## src/aabb_pkg.sv

```systemverilog
// Package for the box transform and metrics core: widths, register indexes,
// axis codes, shared structs and the coordinate saturation helper.
// No dependencies.
package aabb_pkg;

  // Coordinate and coefficient formats
  localparam int COORD_W = 24;                   // signed Q15.8 coordinate
  localparam int COEF_W = 16;                    // signed Q3.12 coefficient
  localparam int FRAC_W = 12;                    // coefficient fraction bits
  localparam int ROW_W = 3 * COEF_W;             // one packed coefficient row
  localparam int PROD_W = COEF_W + COORD_W;      // coef * coord
  localparam int ACC_W = PROD_W + 2;             // sum of three products
  localparam int SH_W = ACC_W - FRAC_W;          // after dropping fraction
  localparam int SUM_W = ((SH_W > COORD_W) ? SH_W : COORD_W) + 1;

  // Area format
  localparam int AREA_W = 52;
  localparam int EXTP_W = 2 * COORD_W;           // extent product
  localparam int AREA_FULL_W = EXTP_W + 3;       // 2 * (sum of three)
  localparam int AREA_WIDE_W = (AREA_FULL_W > AREA_W) ? AREA_FULL_W : AREA_W;
  localparam logic [AREA_W-1:0] AREA_MAX = {AREA_W{1'b1}};

  // Configuration port
  localparam int CFG_IDX_W = 3;
  localparam int CFG_DATA_W = ROW_W;
  localparam logic [CFG_IDX_W-1:0] REG_ROW_X = 3'd0;
  localparam logic [CFG_IDX_W-1:0] REG_ROW_Y = 3'd1;
  localparam logic [CFG_IDX_W-1:0] REG_ROW_Z = 3'd2;
  localparam logic [CFG_IDX_W-1:0] REG_OFF_X = 3'd3;
  localparam logic [CFG_IDX_W-1:0] REG_OFF_Y = 3'd4;
  localparam logic [CFG_IDX_W-1:0] REG_OFF_Z = 3'd5;

  // Identity reset rows: 1.0 on the diagonal
  localparam logic [COEF_W-1:0] COEF_ONE = COEF_W'(1 << FRAC_W);
  localparam logic [ROW_W-1:0] ROW_X_RST = ROW_W'(COEF_ONE);
  localparam logic [ROW_W-1:0] ROW_Y_RST = ROW_W'(COEF_ONE) << COEF_W;
  localparam logic [ROW_W-1:0] ROW_Z_RST = ROW_W'(COEF_ONE) << (2 * COEF_W);

  // Longest axis codes
  localparam logic [1:0] AXIS_X = 2'd0;
  localparam logic [1:0] AXIS_Y = 2'd1;
  localparam logic [1:0] AXIS_Z = 2'd2;

  // Transform setup: coef[out_axis][in_axis], off[out_axis]
  typedef struct packed {
    logic [2:0][2:0][COEF_W-1:0] coef;
    logic [2:0][COORD_W-1:0]     off;
  } cfg_t;

  // Box word: lower and upper bound per axis, with its valid bit
  typedef struct packed {
    logic                    valid;
    logic [2:0][COORD_W-1:0] lo;
    logic [2:0][COORD_W-1:0] hi;
  } box_t;

  // Result word
  typedef struct packed {
    logic                    valid;
    logic [2:0][COORD_W-1:0] lo;
    logic [2:0][COORD_W-1:0] hi;
    logic [2:0][COORD_W-1:0] mid;
    logic [AREA_W-1:0]       area;
    logic [1:0]              axis;
  } res_t;

  // Clamp a wide signed value into the coordinate range
  function automatic logic [COORD_W-1:0] sat_coord(input logic [SUM_W-1:0] v);
    logic fits;
    fits = (v[SUM_W-1:COORD_W-1] == {(SUM_W-COORD_W+1){1'b0}}) ||
           (v[SUM_W-1:COORD_W-1] == {(SUM_W-COORD_W+1){1'b1}});
    if (fits) begin
      return v[COORD_W-1:0];
    end else if (v[SUM_W-1]) begin
      return {1'b1, {(COORD_W-1){1'b0}}};
    end else begin
      return {1'b0, {(COORD_W-1){1'b1}}};
    end
  endfunction

endpackage

```

## src/aabb_cfg_regs.sv

```systemverilog
// Configuration register file: three coefficient rows and three offsets.
// Depends on aabb_pkg.
module aabb_cfg_regs (
  input  logic                             clk,
  input  logic                             rst_n,
  input  logic                             cfg_we,
  input  logic [aabb_pkg::CFG_IDX_W-1:0]   cfg_index,
  input  logic [aabb_pkg::CFG_DATA_W-1:0]  cfg_wdata,
  output aabb_pkg::cfg_t                   cfg
);

  logic [2:0][aabb_pkg::ROW_W-1:0]   row_r;
  logic [2:0][aabb_pkg::COORD_W-1:0] off_r;

  // Register writes; indexes past the list are dropped
  always_ff @(posedge clk) begin
    if (!rst_n) begin
      row_r[0] <= aabb_pkg::ROW_X_RST;
      row_r[1] <= aabb_pkg::ROW_Y_RST;
      row_r[2] <= aabb_pkg::ROW_Z_RST;
      off_r    <= '0;
    end else if (cfg_we) begin
      unique case (cfg_index)
        aabb_pkg::REG_ROW_X: row_r[0] <= cfg_wdata;
        aabb_pkg::REG_ROW_Y: row_r[1] <= cfg_wdata;
        aabb_pkg::REG_ROW_Z: row_r[2] <= cfg_wdata;
        aabb_pkg::REG_OFF_X: off_r[0] <= cfg_wdata[aabb_pkg::COORD_W-1:0];
        aabb_pkg::REG_OFF_Y: off_r[1] <= cfg_wdata[aabb_pkg::COORD_W-1:0];
        aabb_pkg::REG_OFF_Z: off_r[2] <= cfg_wdata[aabb_pkg::COORD_W-1:0];
        default: ;
      endcase
    end
  end

  // Row packing: bits 15:0 multiply x, 31:16 y, 47:32 z
  assign cfg.coef = row_r;
  assign cfg.off  = off_r;

endmodule

```

## config.mk

```make
export PLATFORM = sky130hd
export DESIGN_NAME = aabb_cfg_regs
export DESIGN_NICKNAME = d
export VERILOG_FILES = /design/src/aabb_pkg.sv /design/src/aabb_cfg_regs.sv
export SDC_FILE = /design/constraint.sdc
export NUM_CORES = 1
export LEC_CHECK = 0
export BUFFER_PORTS_ARGS = -buffer_cell sky130_fd_sc_hd__buf_2
export CAP_MARGIN = 0
export CORE_UTILIZATION = 45
export DETAILED_ROUTE_END_ITERATION = 10
export GPL_ROUTABILITY_DRIVEN = 0
export GPL_TIMING_DRIVEN = 0
export PLACE_DENSITY = 0.87
export SYNTH_ARGS = -nofsm -noshare
export SYNTH_HDL_FRONTEND = slang
export SYNTH_SLANG_ARGS = --single-unit
```

## constraint.sdc

```tcl
create_clock -name clk -period 1.1 [get_ports clk]
set_clock_uncertainty 0.1 [all_clocks]
set_input_delay 0.055 -clock clk [delete_from_list [all_inputs] [get_ports clk]]
set_output_delay 0.055 -clock clk [all_outputs]
set_load 0.01 [all_outputs]
```

; Yosys cells after proc, flatten, opt, wreduce, memory -nomap -nowiden
; Index checks and enable logic that the tools add are counted.
[word_totals]
regBits = 216
latch_bits = 0
mem_bits_rw = 0
rom_bits = 0
inputBits = 54
out_inout_bits = 216
memories = 0
[op_classes]
add_sub_neg = 0
multipliers = 0
n_div = 0
order_cmp = 0
eq_ne = 5
n_shift = 0
muxes = 0
bitwise_logic = 0
n_reduce_logical = 7
[ops]
columns = cell, n
row1 = $reduce_and A2 Y1, 6
row2 = $eq A3 B2 Y1 const B, 2
row3 = $eq A3 B3 Y1 const B, 2
row4 = $eq A3 B1 Y1 const B, 1
row5 = $logic_not A3 Y1, 1

; Logic depth before layout (Yosys ltp)
; Gate-level depths: netlist (run 1).
[depth]
ltp_word = 2
depth_mapped = 5
depth_no_buf = 2

; Worst setup path before layout (run 1)
; No wires, ideal clock.
[synth_path]
path_kind = input port to flip-flop
startpoint = input cfg_index[0] (netlist bit)
endpoint = register row_r (netlist bit cfg[87])
setup_ns = 0.072
arrival_time_ns = 0.889
t_required_ns = 0.928
path_slack_ns = 0.040
stages = 4
path_cell_list = nor4b_4 buf_6 buf_6 mux2i_1
[synth_between]
elab_chain_cells = 2
[synth_rtl]
columns = element, line
row1 = from (decl), aabb_cfg_regs.sv:7  ; input logic [aabb_pkg::CFG_IDX_W-1:0] cfg_index,
row2 = $logic_not A3 Y1, aabb_cfg_regs.sv:23  ; unique case (cfg_index)
row3 = $reduce_and A2 Y1 (no source line), --
row4 = to (decl), aabb_cfg_regs.sv:12  ; logic [2:0][aabb_pkg::ROW_W-1:0] row_r;
; Every way passes these cells.
; A chain may end at the register's enable or synchronous reset.

; Worst setup path in the final report (run 1)
[layout_path]
startpoint = register row_r (netlist bit cfg[109])
endpoint = output cfg[109] (netlist bit)
[layout_lines]
columns = element, line
row1 = to (decl), aabb_cfg_regs.sv:9  ; output aabb_pkg::cfg_t cfg
; No word-level cell between the ends.

==> out/summary.json, run 1 <==
{
  "outcome": "finished, violations left",
  "violations": "setup timing",
  "worstPathArrival_ns": 0.98,
  "port_buffers": 268,
  "min_path_cells": 4,
  "layout-drive-gt1-share": 0.5306,
  "yosys.cell_types.count": 13,
  "synth_top_area_frac": 0.5462,
  "skew_pair_late_insertion_delay_ns": 0.49,
  "pin_count": 270,
  "core_box_area_um2": 17240,
  "final_instance_area_um2": 12900,
  "rsz_0062_raised_after_global_routing": "true",
  "required_ns": 0.94,
  "count_of_standard_cell_rows": 48,
  "wl_per_cell_um": 21.68,
  "power.static_leakage_nw": 6.409,
  "timing.rr.start": "cfg[59]",
  "ys.warnings.count": 0,
  "first_global_vias": 7817,
  "final_net_count": 1219,
  "wirelength_um": 30480,
  "worstPathCellList": "buf_6",
  "detailedRoute.firstIterationViolations": 324,
  "die_height_um": 134.6,
  "hold_path_startpoint": "cfg_index[2]",
  "path_class": "register to primary output",
  "largest_register_ff_count": 216,
  "numCtsBuffers": 23,
  "timing.critical_path.max_delay_family": "flip-flops",
  "detailedPlacementHpwl_um": 16080,
  "final.fill_count": 998,
  "drcViolationCount": 0,
  "post_synth_instance_area_um2": 7916,
  "die_x_um": 134.6,
  "final_min_period_over_clock_period": 1.030,
  "grt.overflow.total": 0,
  "final_hold_viol_count": 0,
  "vias": 7486,
  "critical_path.slowest_cell": "sky130_fd_sc_hd__dfxtp_2",
  "reg2regPathDepth": 3,
  "critPathCaptureType": "primary output",
  "synth.largest_area_cell": "sky130_fd_sc_hd__dfxtp_1",
  "dpl_cell_area_um2": 9539,
  "final_cell_mix": "sky130_fd_sc_hd__nand2_1 (261), sky130_fd_sc_hd__buf_6 (223), sky130_fd_sc_hd__mux2i_1 (216), sky130_fd_sc_hd__dfxtp_2 (216), sky130_fd_sc_hd__buf_4 (75)",
  "track_usage": 0.3128,
  "worst_hold_path_type": "input pin to register",
  "avgSynthCellArea_um2": 10.39,
  "clockRootBuffer": "sky130_fd_sc_hd__clkbuf_16",
  "postSynthCellCount": 762,
  "worst_setup_hold_path_clk_slew_ns": 0.07,
  "tightest_slew_ns": 0.5729,
  "ys_seq_elements": 216,
  "die-area_um2": 18130,
  "total_area_of_multi_input_combinational_cells_um2": 3267,
  "achievable-frequency_ghz": 0.8829,
  "reg2reg_slack_ns": 0.13,
  "antenna_violations_before_repair": 3,
  "finalWorstPathRequiredPeriod_ns": 1.133,
  "max_slew_violation_count": 0,
  "critical-path-max-stage-delay_ns": 0.37,
  "yosysSeqAreaShare": 0.5462,
  "final_critical_path_setup_slack_ns": -0.03259,
  "min_to": "cfg[107]",
  "maxSlewHeadroom": 0.6181,
  "layout.cells.most_common": "sky130_fd_sc_hd__nand2_1",
  "power-per-cell-area_nw_per_um2": 1388,
  "clock_tree_from_tritoncts": "built",
  "first_pass_grt_wire_length_um": 43480,
  "netlist_top_cells_area": "sky130_fd_sc_hd__dfxtp_1 (55%), sky130_fd_sc_hd__mux2i_1 (27%), sky130_fd_sc_hd__nand2_1 (12%)",
  "syn-num-nets": 816,
  "area.sequential_um2": 4594,
  "cts_max_level": 1,
  "detailedRoute.firstPassIterationCount": 5,
  "grt_max_degree": 14,
  "initial_utilization": 0.4593,
  "fin_setup_tns_ns": -0.3141,
  "cp.buffers_inverters": 1,
  "pre_cts_ws_ns": -0.4833,
  "drv_cap": 0,
  "cts_sinks": 216,
  "drt.antenna.violating_nets": 0,
  "drt-vias-per-instance": 5.324,
  "syn_to_final_growth_pct": 63.00,
  "ir_worst_vdd_uv": 1194,
  "cp_max_fo": 2,
  "startpoint_type": "register",
  "report.final.setup_viol": 38,
  "timing.rr.end": "cfg[59]",
  "clock_path_buffers": 3
}
-- layout make-up --
type,instances,share of cell area
flip-flops and latches,216,0.3561
repair buffers,378,0.2820
multi-input cells,490,0.2532
clock buffers,33,0.05217
plain buffers,56,0.02647
well taps,225,0.02182
clock inverters,5,0.007757
diodes,3,0.0005818
-- worst max-delay path by stage --
| stage | to | from | depth (start not counted) | slack [ns] |
|---|---|---|---|---|
| floorplan | cfg[87] | cfg_index[0] | 4 | 0.04 |
| global placement | cfg[106] | rst_n | 5 | -0.45 |
| detailed placement | cfg[103] | rst_n | 5 | -0.48 |
| CTS | cfg[115] | cfg[115] | 1 | -0.01 |
| global route | cfg[27] | cfg[27] | 1 | -0.05 |
| finish | cfg[109] | cfg[109] | 1 | -0.03 |
-- per-stage QoR --
step / hold WS [ns] / power [mW] / util / cells
final: 0.02859 / 17.91 / 0.7486 / 1406
after global routing: 0.02633 / 18.34 / 0.7486 / 1406
after CTS: -0.002783 / 17.65 / 0.7194 / 1350
after detailed placement: 0.2323 / 9.398 / 0.5534 / 1255
after global placement: 0.2213 / 9.370 / 0.5534 / 1255
after floorplan: 0.1154 / 8.882 / - / 762
-- cells in the mapped netlist --
master                      count
sky130_fd_sc_hd__and4bb_1       1
sky130_fd_sc_hd__buf_1          5
sky130_fd_sc_hd__buf_2         11
sky130_fd_sc_hd__buf_4         13
sky130_fd_sc_hd__buf_6          7
sky130_fd_sc_hd__clkbuf_1      20
sky130_fd_sc_hd__dfxtp_1      216
sky130_fd_sc_hd__mux2i_1      216
sky130_fd_sc_hd__nand2_1      261
sky130_fd_sc_hd__nand4b_1       2
sky130_fd_sc_hd__nand4bb_1      3
sky130_fd_sc_hd__nor2b_1        6
sky130_fd_sc_hd__nor4b_4        1
-- repair_timing --
| action | CTS | global route |
|---|---|---|
| endpoints found under the hold margin | 216 | 0 |
| gates resized for setup | 423 | 38 |
| buffers inserted | 9 | 53 |
| endpoints found under the setup margin | 215 | 252 |
| hold buffers | 48 | 0 |
-- metal layers --
metal	global-route usage	vias up	wire length (um)
li1	-	3323	-
met1	0.3342	3675	11300
met2	0.5596	360	15630
met3	0.07282	128	1817
met4	0.1879	0	1737
met5	0	-	0
-- power breakdown --
| part | switching [mW] | internal [mW] |
|---|---|---|
| Combinational | 0.841 | 0.786 |
| Clock | 3.19 | 4.92 |
| Sequential | 0.141 | 8.03 |
-- cells by family after synthesis --
family / count (synthesis) / share of synthesized area
buffers and inverters: 56 / 0.04109
DFF: 216 / 0.5462
muxes: 216 / 0.2731
and+or+nand+nor: 274 / 0.1396
(Power assumes the default switching activity.)
==> inputs of run 2 (changes only) <==
- CORE_UTILIZATION: 45 -> 28
- PLACE_DENSITY: 0.87 -> 0.62
==> run 2 against run 1 <==
  * The flow finishes with violations (hold timing, setup timing)
  * Register-to-register slack improved by 0.06 ns
  * Design area down 0.37%
  * Via count shrank 7.9%
  * Global-route usage is 13 points lower
  * First-iteration DRC count is 26% lower
  * Power is 2.9% lower
  * Die area increased by 60%
  * Clock power down 5.3%
  * Combinational power decreased by 4%
  * Clock-buffer cell count is 6 higher
  * Critical path type unchanged
  * Largest power group unchanged
==> out/summary.json, run 2 (synthesized netlist as in run 1, its figures left out) <==
{
  "die-area_um2": 28950,
  "cts_max_level": 1,
  "final_hold_viol_count": 4,
  "path_class": "register to primary output",
  "wl_per_cell_um": 17.96,
  "gr-usage-met3": 0.04791,
  "first_pass_grt_wire_length_um": 41030,
  "clockRootBuffer": "sky130_fd_sc_hd__clkbuf_16",
  "met2_usage": 0.3191,
  "vias": 6893,
  "die_x_um": 170.1,
  "internal-power_mw": 13.32,
  "critical-path-max-stage-delay_ns": 0.35,
  "grt_max_degree": 13,
  "clock_path_buffers": 3,
  "total_power_mw": 17.39,
  "max_slew_violation_count": 0,
  "final_critical_path_setup_slack_ns": -0.02015,
  "cts_sinks": 216,
  "total_area_of_multi_input_combinational_cells_um2": 3267,
  "syn_to_final_growth_pct": 62.40,
  "antenna_violations_before_repair": 4,
  "largest_register_ff_count": 216,
  "power.share.clock": 0.441,
  "drt.antenna.violating_nets": 0,
  "layout.cells.most_common": "sky130_fd_sc_hd__nand2_1",
  "p_seq_frac": 0.469,
  "rsz_0062_raised_after_global_routing": "true",
  "globalRouteMet1Util": 0.2152,
  "first_global_vias": 7064,
  "detailedRoute.firstPassIterationCount": 4,
  "report.final.setup_viol": 155,
  "violations": "hold timing, setup timing",
  "track_usage": 0.1851,
  "power-per-cell-area_nw_per_um2": 1353,
  "required_ns": 0.94,
  "finalWorstPathRequiredPeriod_ns": 1.120,
  "layout-drive-gt1-share": 0.5108,
  "detailedRoute.firstIterationViolations": 240,
  "core_box_area_um2": 27780,
  "skew_pair_late_insertion_delay_ns": 0.51,
  "port_buffers": 268,
  "numCtsBuffers": 24,
  "ir_worst_vdd_uv": 979.4,
  "maxSlewHeadroom": 0.5493,
  "worstPathCellList": "buf_6",
  "worst_setup_hold_path_clk_slew_ns": 0.06,
  "grt.overflow.total": 0,
  "tightest_slew_ns": 0.6761,
  "die_height_um": 170.1,
  "final_instance_area_um2": 12860,
  "busiest_layer": "met2",
  "cp_max_fo": 2,
  "critPathCaptureType": "primary output",
  "final_net_count": 1193,
  "power.static_leakage_nw": 6.221,
  "detailedPlacementHpwl_um": 17960,
  "startpoint_type": "register",
  "critical_path.slowest_cell": "sky130_fd_sc_hd__dfxtp_2",
  "drcViolationCount": 0,
  "pre_cts_ws_ns": -0.5315,
  "initial_utilization": 0.2849,
  "drv_cap": 0,
  "wirelength_um": 27550,
  "fin_setup_tns_ns": -0.8139,
  "pin_count": 270,
  "outcome": "finished, violations left",
  "count_of_standard_cell_rows": 61,
  "timing.critical_path.max_delay_family": "flip-flops",
  "clock_tree_from_tritoncts": "built",
  "p_sw_mw": 4.072,
  "final_cell_mix": "sky130_fd_sc_hd__nand2_1 (261), sky130_fd_sc_hd__buf_6 (223), sky130_fd_sc_hd__mux2i_1 (216), sky130_fd_sc_hd__dfxtp_2 (216), sky130_fd_sc_hd__buf_2 (64)",
  "hold_ws_ns": -0.006566,
  "cts_hold_repair.buffers": 48,
  "worst_hold_path_type": "input pin to register",
  "dpl_cell_area_um2": 9731,
  "final_min_period_over_clock_period": 1.018,
  "achievable-frequency_ghz": 0.8927,
  "cp.buffers_inverters": 1,
  "area.sequential_um2": 4594,
  "worstPathArrival_ns": 0.97,
  "power.share.switching": 0.2341,
  "drt-vias-per-instance": 4.493,
  "final.fill_count": 2548,
  "power.share.combinational": 0.090
}
==> run 2: cell count changes in the layout (fill, tap and decap cells not counted) <==
| cell | delta |
|---|---|
| sky130_fd_sc_hd__clkbuf_2 | -8 |
| sky130_fd_sc_hd__clkinvlp_4 | +1 |
| sky130_fd_sc_hd__bufinv_16 | -3 |
| sky130_fd_sc_hd__buf_2 | +1 |
| sky130_fd_sc_hd__clkbuf_1 | +9 |
| sky130_fd_sc_hd__clkinv_2 | -2 |
| sky130_fd_sc_hd__buf_1 | +2 |
| sky130_fd_sc_hd__clkbuf_16 | +2 |
| sky130_fd_sc_hd__buf_4 | -27 |
==> run 2: worst register-to-register path, delay by kind of cell, from the launching register on <==
kind / cells / cell delay [ns]
buf+inv: 2 / 0.24
flops: 1 / 0.32
mux: 1 / 0.07
simple gates: 1 / 0.04
==> run 2: final cells by class <==
cell class,count,share of cell area
antenna,3,0.0005839
buffer,56,0.02589
clock buffer,39,0.05742
clock inverter,1,0.0005839
multi-input combinational,490,0.2541
sequential,216,0.3574
tap,378,0.03679
timing repair buffer,351,0.2673
==> run 2: routing by layer <==
| metal | part of all wire | vias to the layer above |
|---|---|---|
| met5 | 0.00054 | - |
| met4 | 0.043 | 2 |
| met3 | 0.062 | 71 |
| met2 | 0.48 | 242 |
| met1 | 0.41 | 3301 |
| li1 | - | 3277 |
==> run 2: power groups by stage <==
stage	sequential, mW	combinational [mW]	clock (mW)
after floorplan	8.33	0.549	0
after global placement	8.25	1.18	0
after detailed placement	8.25	1.19	0
after CTS	8.15	1.53	7.89
after global routing	8.17	1.68	8.18
final	8.16	1.56	7.68
==> run 2: what timing repair did <==
action / 4_1_cts / 5_1_grt
setup endpoints to repair: 216 / 249
gates resized for setup: 445 / 10
endpoints found under the hold margin: 216 / 1
setup buffers: 8 / 27
cloned: 0 / 0
==> run 2: path summary, 6_finish.rpt <==
kind	start	to	slack (ns)	cells after the start
worst max-delay path	cfg[143]	cfg[143]	-0.02	1
worst min-delay path	cfg_index[2]	cfg[108]	-0.007	4
worst max register to register	cfg[44]	cfg[44]	0.19	4
worst min register to register	cfg[165]	cfg[165]	0.36	2
==> run 2: per-stage QoR <==
step | hold slack [ns] | instances | utilization
final | -0.006566 | 1534 | 0.4628
after detailed placement | 0.2358 | 1408 | 0.3503
after global placement | 0.2232 | 1408 | 0.3503
after global routing | -0.003281 | 1534 | 0.4628
after floorplan | 0.1154 | 762 | -
after CTS | -0.03262 | 1504 | 0.4550
==> inputs of run 3 (changes only) <==
- ABC_AREA: not set -> 1
- CTS_CLUSTER_DIAMETER: not set -> 40
==> run 3 against run 2 <==
  * Synthesized area is 7.3% higher
  * Register-to-register slack better by 0.09 ns
  * Worst hold slack worse by 0.016 ns
  * The run still ends with hold timing, setup timing left
  * Combinational power increased by 58%
  * Routed wire length up 21%
  * Via count is 34% higher
  * Sequential power is 2.6% higher
==> out/summary.json, run 3 <==
{
  "outcome": "finished, violations left",
  "violations": "hold timing, setup timing",
  "final_net_count": 1667,
  "clockRootBuffer": "sky130_fd_sc_hd__clkbuf_16",
  "rsz_0062_raised_after_global_routing": "true",
  "syn_to_final_growth_pct": 62.71,
  "required_ns": 0.94,
  "critical-path-max-stage-delay_ns": 0.36,
  "first_global_vias": 9104,
  "worstPathCellList": "buf_6",
  "worst_setup_hold_path_clk_slew_ns": 0.05,
  "first_pass_grt_wire_length_um": 50380,
  "synth.largest_area_cell": "sky130_fd_sc_hd__dfxtp_1",
  "die_height_um": 176.2,
  "track_usage": 0.2133,
  "power-per-cell-area_nw_per_um2": 1588,
  "pre_cts_ws_ns": -0.7071,
  "final_min_period_over_clock_period": 1.018,
  "netlist_top_cells_area": "sky130_fd_sc_hd__dfxtp_1 (51%), sky130_fd_sc_hd__nor2_1 (19%), sky130_fd_sc_hd__nand3_1 (13%)",
  "die-area_um2": 31050,
  "worstPathArrival_ns": 0.96,
  "initial_utilization": 0.2860,
  "drv_cap": 0,
  "report.final.setup_viol": 47,
  "count_of_standard_cell_rows": 63,
  "final_critical_path_setup_slack_ns": -0.01949,
  "drt.antenna.violating_nets": 0,
  "tightest_slew_ns": 0.5934,
  "die_x_um": 176.2,
  "placed_cells_incl_taps": 1897,
  "achievable-frequency_ghz": 0.8933,
  "synth_flop_cell": "sky130_fd_sc_hd__dfxtp_1",
  "final_cell_mix": "sky130_fd_sc_hd__nor2_1 (430), sky130_fd_sc_hd__nand2_1 (228), sky130_fd_sc_hd__nand3_1 (216), sky130_fd_sc_hd__dfxtp_2 (216), sky130_fd_sc_hd__buf_6 (216)",
  "worst_hold_path_type": "input pin to register",
  "port_buffers": 268,
  "grt_max_degree": 13,
  "core_box_area_um2": 29720,
  "numCtsBuffers": 35,
  "vias": 9210,
  "finalWorstPathRequiredPeriod_ns": 1.119,
  "hold_ws_ns": -0.02290,
  "wirelength_um": 33450,
  "detailedPlacementHpwl_um": 23400,
  "grt.overflow.total": 0,
  "path_class": "register to primary output",
  "ys.warnings.count": 0,
  "critical_path.slowest_cell": "sky130_fd_sc_hd__dfxtp_2",
  "drcViolationCount": 0,
  "postSynthCellCount": 1239,
  "timing.critical_path.max_delay_family": "flip-flops",
  "layout-drive-gt1-share": 0.3834,
  "avgSynthCellArea_um2": 6.859,
  "layout.cells.most_common": "sky130_fd_sc_hd__nor2_1",
  "clock_tree_from_tritoncts": "built",
  "cp_max_fo": 2,
  "synth_top_area_frac": 0.5088,
  "wl_per_cell_um": 16.49,
  "skew_pair_late_insertion_delay_ns": 0.50,
  "startpoint_type": "register",
  "pin_count": 270,
  "ys_seq_elements": 216,
  "cts_sinks": 216,
  "synth_commonest_cells": "sky130_fd_sc_hd__nor2_1 (435), sky130_fd_sc_hd__nand2_1 (228), sky130_fd_sc_hd__dfxtp_1 (216), sky130_fd_sc_hd__nand3_1 (216), sky130_fd_sc_hd__inv_1 (52)",
  "fin_setup_tns_ns": -0.2533,
  "final_hold_viol_count": 7,
  "number_of_flops_mapped_to_enable_cells_by_yosys": 0,
  "critPathCaptureType": "primary output",
  "syn-num-nets": 1293,
  "synthMostInstantiatedCell": "sky130_fd_sc_hd__nor2_1",
  "largest_register_ff_count": 216,
  "ys_async_sr_fraction": 0,
  "yosys.cell_types.count": 11,
  "cp.buffers_inverters": 1,
  "clock_path_buffers": 3,
  "antenna_violations_before_repair": 0,
  "drt-vias-per-instance": 4.541,
  "post_synth_instance_area_um2": 8498,
  "ir_worst_vdd_uv": 1018,
  "cts_max_level": 2,
  "post_layout_nonfiller_instances": 2028,
  "max_slew_violation_count": 0,
  "detailedRoute.firstPassIterationCount": 4,
  "diodes": 0,
  "detailedRoute.firstIterationViolations": 400,
  "power.static_leakage_nw": 6.378,
  "maxSlewHeadroom": 0.6044,
  "yosysSeqAreaShare": 0.5088
}
run 3: changes by cell type after synthesis, sizes merged, moves of 6 or more:
cell / delta
nor2b: -6
nand2: -33
nor2: +436
nand3: +216
buf: +29
mux2i: -216
inv: +54
run 3: path summary, 6_finish.rpt:
kind | slack, ns | cells past startpoint | startpoint | to
worst max-delay path | -0.02 | 1 | cfg[85] | cfg[85]
worst min-delay path | -0.02 | 5 | cfg_we | cfg[50]
worst max register to register | 0.28 | 3 | cfg[138] | cfg[138]
worst min register to register | 0.38 | 2 | cfg[84] | cfg[84]
run 3: metrics by stage:
stage                     power, mW  area (um2)    util
final                         21.95       13830  0.4653
after global routing          22.71       13830  0.4653
after CTS                     22.08       13700  0.4610
after detailed placement      10.39       10330  0.3475
after global placement        10.36       10330  0.3475
after floorplan               9.543        8498       -
run 3: area by class of cell:
class	count	area [um2]
Clock inverter	24	247.7
Inverter	54	202.7
Clock buffer	38	939.7
Sequential cell	216	4594
Multi-Input combinational cell	880	3598
Fill cell	2884	15890
Timing Repair Buffer	337	3336
Buffer	89	420.4
Tap cell	390	488.0
run 3: routing by layer:
| layer | vias to the layer above | part of all wire | GRT usage |
|---|---|---|---|
| li1 | 4606 | - | - |
| met1 | 4208 | 0.44 | 0.2675 |
| met2 | 306 | 0.45 | 0.3469 |
| met3 | 90 | 0.060 | 0.04307 |
| met4 | 0 | 0.046 | 0.1062 |
| met5 | - | 0 | 0 |
run 3: kinds of logic after synthesis:
kind of cell | Yosys count | share of synthesized area
AND/OR/NAND/NOR | 880 | 0.4208
flip-flops | 216 | 0.5088
buffers and inverters | 143 | 0.07038
run 3: what timing repair did:
item / in CTS / in global routing
hold buffers: 50 / 0
endpoints found under the setup margin: 343 / 352
gates resized for setup: 463 / 22
hold endpoints to repair: 198 / 0
buffers inserted: 6 / 13
run 3: power by group:
group	internal, mW	switching (mW)
Combinational	1.09	1.38
Sequential	8.16	0.211
Clock	6.99	4.13
Total	16.2	5.71
